--- src/rtl/core/qrs_pkg.sv ---
package qrs_pkg;

  // Square root: 50-bit radicand, one result bit per stage.
  localparam int SqrtBits = 25;
  localparam int RadBits  = 2 * SqrtBits;
  localparam int RemBits  = SqrtBits + 3;

  // Divider: 32-bit dividend magnitude over a 16-bit divisor magnitude.
  localparam int DivBits  = 32;
  localparam int DvsBits  = 16;

  // Sideband that rides along the square root pipeline.
  typedef struct packed {
    logic               bad;
    logic               cplx;
    logic signed [33:0] disc;
    logic signed [15:0] a;
    logic signed [15:0] b;
  } sq_side_t;

  // Sideband that rides along the divider pipeline.
  typedef struct packed {
    logic               bad;
    logic               cplx;
    logic signed [33:0] disc;
    logic               neg1;
    logic               neg2;
  } dv_side_t;

  // Apply the sign to a quotient magnitude and saturate to 32 signed bits.
  function automatic logic signed [31:0] sat_signed(input logic [DivBits-1:0] mag,
                                                   input logic neg);
    logic signed [31:0] res;
    if (neg) begin
      if (mag > 32'h8000_0000) begin
        res = 32'sh8000_0000;
      end else begin
        res = -$signed(mag);
      end
    end else begin
      if (mag[DivBits-1]) begin
        res = 32'sh7fff_ffff;
      end else begin
        res = $signed(mag);
      end
    end
    return res;
  endfunction

endpackage

--- src/rtl/core/qrs_sqrt.sv ---
// Pipelined integer square root, one result bit resolved per stage.
module qrs_sqrt import qrs_pkg::*; (
  input  logic                clk_i,
  input  logic                rst_ni,
  input  logic                en_i,
  input  logic                valid_i,
  input  logic [RadBits-1:0]  rad_i,
  input  sq_side_t            side_i,
  output logic                valid_o,
  output logic [SqrtBits-1:0] root_o,
  output sq_side_t            side_o
);

  logic                v_q    [SqrtBits];
  logic [RadBits-1:0]  rad_q  [SqrtBits];
  logic [RemBits-1:0]  rem_q  [SqrtBits];
  logic [SqrtBits-1:0] root_q [SqrtBits];
  sq_side_t            side_q [SqrtBits];

  logic                v_d    [SqrtBits];
  logic [RadBits-1:0]  rad_d  [SqrtBits];
  logic [RemBits-1:0]  rem_d  [SqrtBits];
  logic [SqrtBits-1:0] root_d [SqrtBits];
  sq_side_t            side_d [SqrtBits];

  // Each stage brings down two radicand bits and tries the next root bit.
  always_comb begin
    logic                iv;
    logic [RadBits-1:0]  irad;
    logic [RemBits-1:0]  irem;
    logic [SqrtBits-1:0] iroot;
    sq_side_t            iside;
    logic [RemBits-1:0]  cur;
    logic [RemBits-1:0]  trial;
    logic                ge;
    for (int k = 0; k < SqrtBits; k++) begin
      if (k == 0) begin
        iv    = valid_i;
        irad  = rad_i;
        irem  = '0;
        iroot = '0;
        iside = side_i;
      end else begin
        iv    = v_q[k-1];
        irad  = rad_q[k-1];
        irem  = rem_q[k-1];
        iroot = root_q[k-1];
        iside = side_q[k-1];
      end
      cur   = {irem[RemBits-3:0], irad[RadBits-1 -: 2]};
      trial = {1'b0, iroot, 2'b01};
      ge    = (cur >= trial);
      v_d[k]    = iv;
      rad_d[k]  = {irad[RadBits-3:0], 2'b00};
      rem_d[k]  = ge ? (cur - trial) : cur;
      root_d[k] = {iroot[SqrtBits-2:0], ge};
      side_d[k] = iside;
    end
  end

  always_ff @(posedge clk_i or negedge rst_ni) begin
    if (!rst_ni) begin
      for (int k = 0; k < SqrtBits; k++) v_q[k] <= 1'b0;
    end else if (en_i) begin
      for (int k = 0; k < SqrtBits; k++) v_q[k] <= v_d[k];
    end
  end

  always_ff @(posedge clk_i) begin
    if (en_i) begin
      for (int k = 0; k < SqrtBits; k++) begin
        rad_q[k]  <= rad_d[k];
        rem_q[k]  <= rem_d[k];
        root_q[k] <= root_d[k];
        side_q[k] <= side_d[k];
      end
    end
  end

  assign valid_o = v_q[SqrtBits-1];
  assign root_o  = root_q[SqrtBits-1];
  assign side_o  = side_q[SqrtBits-1];

endmodule

--- config.mk ---
export PLATFORM = sky130hd
export DESIGN_NAME = qrs_sqrt
export DESIGN_NICKNAME = d
export VERILOG_FILES = /design/src/rtl/core/qrs_pkg.sv /design/src/rtl/core/qrs_sqrt.sv
export SDC_FILE = /design/constraint.sdc
export NUM_CORES = 2
export LEC_CHECK = 0
export ABC_AREA = 1
export BUFFER_PORTS_ARGS = -buffer_cell sky130_fd_sc_hd__buf_2
export CAP_MARGIN = 20
export CORE_MARGIN = 2
export CORE_UTILIZATION = 55
export CTS_CLUSTER_SIZE = 20
export DETAILED_ROUTE_END_ITERATION = 8
export PLACE_DENSITY = 0.71
export SLEW_MARGIN = 25
export SYNTH_ARGS = -nofsm -noshare
export SYNTH_HDL_FRONTEND = slang
export SYNTH_MEMORY_MAX_BITS = 65536
export SYNTH_SLANG_ARGS = --single-unit
--- constraint.sdc ---
create_clock -name clk_i -period 2.6 [get_ports clk_i]
set_input_delay 0.78 -clock clk_i [delete_from_list [all_inputs] [get_ports clk_i]]
set_output_delay 0.78 -clock clk_i [all_outputs]
set_load 0.05 [all_outputs]
## After elaboration in Yosys (flattened, before gate mapping)

Memory sizes are Yosys's and may differ from the RTL's.
Cells that the tools add are included.

| word-level totals | value |
|---|---|
| register bits after elaboration | 25 |
| memories | 4 |
| output and inout port bits | 94 |
| bits of input ports | 122 |
| word-level logic and storage cells | 106 |
| memory bits (writable) | 4,225 |

Memories:

| name | words | bits a word | read ports | clocked after memory_dff | write ports | RTL line | source |
|---|---|---|---|---|---|---|---|
| side_q | 25 | 68 | 25 | 0 | 25 | qrs_sqrt.sv:18 | `sq_side_t side_q [SqrtBits];` |
| rad_q | 25 | 48 | 24 | 0 | 25 | qrs_sqrt.sv:15 | `logic [RadBits-1:0] rad_q [SqrtBits];` |
| rem_q | 25 | 28 | 24 | 0 | 25 | qrs_sqrt.sv:16 | `logic [RemBits-1:0] rem_q [SqrtBits];` |
| root_q | 25 | 25 | 25 | 0 | 25 | qrs_sqrt.sv:17 | `logic [SqrtBits-1:0] root_q [SqrtBits];` |

| operators by class | value |
|---|---|
| mux-type cells | 27 |
| order comparisons | 25 |
| $add $sub $neg | 25 |

Operators with widths:

| operator | count |
|---|---|
| 28-bit two-way mux | 25 |
| 28-bit by 27-bit greater-or-equal comparator with 1-bit output | 24 |
| 28-bit by 27-bit subtractor with 28-bit output | 24 |
| 2-bit by 1-bit subtractor with 3-bit output (second input constant) | 1 |
| 2-bit by 1-bit greater-or-equal comparator with 1-bit output (second input constant) | 1 |
| 1-bit two-way mux | 2 |

## Depth between registers and ports, before layout

An unclocked memory read counts as a cell.

| logic depth | value |
|---|---|
| word-level depth | 3 |
| gate-level depth with buffers | 15 |
| gate-level depth less buffers | 14 |

## Worst setup path after synthesis

Ideal clock, no wire load.

| path | value |
|---|---|
| kind | register to register |
| start | memory rem_q[1][7] (netlist name) |
| end | memory rem_q[1][42] (netlist name) (data pin) |
| arrival | 1.757 ns |
| path buffers | 2 |
| path slack | 0.582 ns |
| library setup time | 0.261 ns |
| cell stages (with the launch flop) | 12 |
| clock period less this slack | 2.018 ns |
| data required time | 2.339 ns |
| path through | edfxtp_1 -> ha_1 -> nand2_1 -> nand2_1 -> a21boi_2 -> nand2_1 -> nor2_2 -> nand3_4 -> inv_4 -> buf_6 -> buf_8 -> a21oi_2 |

RTL lines:

| what | RTL line |
|---|---|
| start: declaration | qrs_sqrt.sv:16 |

==> impl_metrics.toml <==
[sta]
fmax_ghz = 0.395
finClkSkew_ps = 98.0
slew_viol_final = 0
fin_crit_ps = 2530
setup_viol = 0
worst_pin_slew_ps = 750
hold_viol = 0
fin_hold_ws_ps = 71.5
period_share_pct = 97.3
max_slew_margin_pct = 50.0
setup_slack_ps = 70.3

[critical_path]
critPathBufInv = 4
reg2reg_depth = 12
timing.rr.start = "root_q[1][37]$_DFFE_PP_"
cp-start-kind = "flip-flop"
worstPathMaxFanout = 7
slowest_delay_ps = 450
required_ps = 3230
r2r_slack_ps = 70
crit_chain = "inv_1 -> ha_1 -> nand2_1 -> nor2_1 -> inv_1 -> nor2_1 -> nand4_1 -> nand3_2 -> inv_4 -> buf_4 -> nand2_1 -> nand2_1"
slowest_stage = "edfxtp_1"
r2r_end = "rem_q[2][73]$_DFFE_PP_"
arrival_ps = 3160
crit_type = "flip-flop to flip-flop"
crit_path_end_kind = "flip-flop"
crit_top_cell = "nand2_1"
cp_top_family = "simple AND/OR/NAND/NOR gates"

[synthesis]
postSynthCellCount = 11125
synth_nets = 11599
yosysTopAreaCell = "edfxtp_1"
synth_warnings = 0
synth_ff_type = "edfxtp_1"
yosysSeqAreaShare_pct = 71.9
synth-edff-count = 3214
async_flop_share_pct = 0.772
syn-cell-area_mm2 = 0.135
syn_area_per_cell_um2 = 12.1
ys_ff_latch = 3239
synth_top_cell_area_share_pct = 71.5
yosys.cell_types.count = 63
synthTopCellsByArea = "edfxtp_1, nand2_1, inv_1, ha_1, nor2_1"

[die]
rows = 181
die_y_um = 499
initial_core_util_pct = 55.4
dieArea_mm2 = 0.249
coreArea_mm2 = 0.244
io_pins = 216
dieWidth_um = 499

[place]
io_buffers = 215
gp_congestion = 0.922
dp_cells = 14918
hpwl_um = 228000
preCtsSetupSlack_ps = 11.6

[outcome]
status = "finished, final reports clean"

[layout]
instances_no_fill = 15623
area_growth_pct = 15.2
final_util_pct = 63.8
layout-drive-gt1-share_pct = 11.5
nets = 12640
final.fill_count = 18340

[global_routing]
gr-max-usage-layer = "met2"
grt_max_degree = 133
grt_overflow_total = 0
grt_pass1_wl_um = 496000
grt_antenna_before_repair = 2
gr-usage-met3_pct = 2.96
grt_use_total_pct = 26.2
use_met2_pct = 45.1
grt_use_met1_pct = 34.9
grt_pass1_vias = 82334

[run]
drv_cap = 0

[detailed_routing]
drt_iter0_drc = 6885
via_per_inst = 5.25
routed_wirelength_um = 328000
ant_nets = 0
drtPass1Iterations = 8
wl_per_cell_um = 21.0
dr_total_vias = 81992
drc_errors = 0

[clock_network]
cts.sinks = 3239
cts_buffers = 337
clockRootBuffer = "clkbuf_16"
cts.clk_slew.worst_paths_ps = 60
clock_latency_ps = 960
cts_tree = "yes"
cts_max_level = 5
cts.path.max_buffers = 4

[min_path]
hp-class = "input pin to flip-flop"
hold_start = "side_i[13]"
min_to = "side_q[0][13]$_DFFE_PP_"
hold_path_depth = 1

[power]
power_mw = 129
ir_worst_vdd_uv = 836
power.density_mw_per_mm2 = 831
p_leak_nw = 63.9
-- report_power, final --
part           switching (mW)  internal [mW]  total (mW)  leakage [nW]
Sequential               2.78           62.5        65.3          31.4
Clock                    20.2           26.4        46.6          5.11
Combinational            11.4           5.96        17.4          27.4
-- state kept, by name (all words and copies together) (netlist names) --
register  flops
rad_q       600
rem_q       589
root_q      325
side_q     1700
v_d          24
valid_o       1
-- metrics by stage --
step / area (um^2) / setup TNS [ps]
final: 156000 / 0
after global routing: 156000 / -2.26
after CTS: 155000 / 0
after detailed placement: 144000 / 0
after global placement: 144000 / -43.2
after floorplan: 135000 / 0
-- how the worst max path moves through the flow --
stage | end | cells after the start | slack, ps | startpoint
2_1_floorplan | rem_q[1][42]$_DFFE_PP_ | 11 | 580 | rem_q[1][7]$_DFFE_PP_
3_3_place_gp | rem_q[2][73]$_DFFE_PP_ | 14 | -30 | root_q[1][39]$_DFFE_PP_
3_5_place_dp | rem_q[2][49]$_DFFE_PP_ | 12 | 10 | rem_q[2][0]$_DFFE_PP_
4_1_cts | rem_q[1][181]$_DFFE_PP_ | 12 | 9 | root_q[0][338]$_DFFE_PP_
5_1_grt | rem_q[2][65]$_DFFE_PP_ | 14 | -1 | root_q[1][41]$_DFFE_PP_
6_report | rem_q[2][73]$_DFFE_PP_ | 12 | 70 | root_q[1][37]$_DFFE_PP_
-- layout make-up --
cell class | instances | area, um^2 | area share [%]
Inverter | 1679 | 6330 | 4.07
Antenna cell | 2 | 5.00 | 0.00322
Clock inverter | 184 | 1720 | 1.10
Multi-Input combinational cell | 6123 | 30800 | 19.8
Sequential cell | 3239 | 97100 | 62.4
Tap cell | 3202 | 4010 | 2.58
Clock buffer | 408 | 8780 | 5.64
Timing Repair Buffer | 786 | 6750 | 4.34
-- metal layers --
layer  wire, um  share of wire (%)
met5         13             0.0040
met4      11700                3.6
met3      14700                4.5
met2     163000                 50
met1     139000                 42
-- placed cells by master (no fill, tap or decap), types with 66 or more instances in the layout --
cell type / synthesis / layout
nand3b_1: 73 / 73
nand2_1: 3054 / 3053
xnor2_1: 125 / 125
a21oi_1: 322 / 317
nand3_1: 520 / 520
dlygate4sd3_1: 0 / 106
inv_1: 1654 / 1654
buf_2: 8 / 213
xor2_1: 114 / 114
buf_12: 1 / 89
ha_1: 352 / 347
clkbuf_16: 0 / 338
nor3_1: 66 / 66
nor2_1: 782 / 777
buf_4: 26 / 378
edfxtp_1: 3214 / 3214
o21ai_0: 177 / 176
nand4_1: 158 / 158
-- kinds of logic (layout without fill, tap and decap cells) --
family / Yosys count / count (layout) / synth area share (%)
DFF: 3239 / 3239 / 71.9
muxes: 1 / 1 / 0.00834
and+or+nand+nor: 4824 / 4824 / 15.0
other: 1 / 3 / 0.00278
buffers and inverters: 1763 / 3057 / 5.25
xor gates and xnor gates: 240 / 240 / 1.56
adders and majority gates: 352 / 352 / 3.26
AOI/OAI and AO/OA: 705 / 705 / 3.01
-- repair_timing --
action                                 4_1_cts  5_1_grt
hold buffers                               106        0
setup buffers                                1        4
pin swaps                                    0        0
setup endpoints to repair                    4       37
resized for setup                            2       17
endpoints found under the hold margin      130        0
-- cells in the mapped netlist, types with 3 or more instances --
cell	number
edfxtp_1	3214
nand2_1	3054
inv_1	1654
nor2_1	782
nand3_1	520
ha_1	352
a21oi_1	322
o21ai_0	177
nand4_1	158
xnor2_1	125
xor2_1	114
nand3b_1	73
nor3_1	66
o21ai_1	55
o21ai_2	55
a21oi_2	49
nand2_2	45
buf_6	39
nor2_2	27
buf_4	26
dfrtp_1	25
o21bai_1	18
inv_2	17
nor2_4	16
nand3_2	15
or2_2	15
nor4_1	14
and2_1	12
buf_2	8
inv_4	6
a21o_1	5
clkbuf_1	5
nor3b_1	5
o211ai_1	5
nand2_4	4
o2111ai_1	4
or2_1	4
a21boi_0	3
buf_8	3
nand3_4	3
o21a_1	3
-- worst reg2reg max path, cell delays in order, from the launching register on --
cell	delay [ps]
edfxtp_1	450
inv_1	70
ha_1	370
nand2_1	140
nor2_1	200
inv_1	130
nor2_1	190
nand4_1	130
nand3_2	160
inv_4	70
buf_4	170
nand2_1	60
nand2_1	140
No activity file was read; power rests on OpenSTA's default activity.
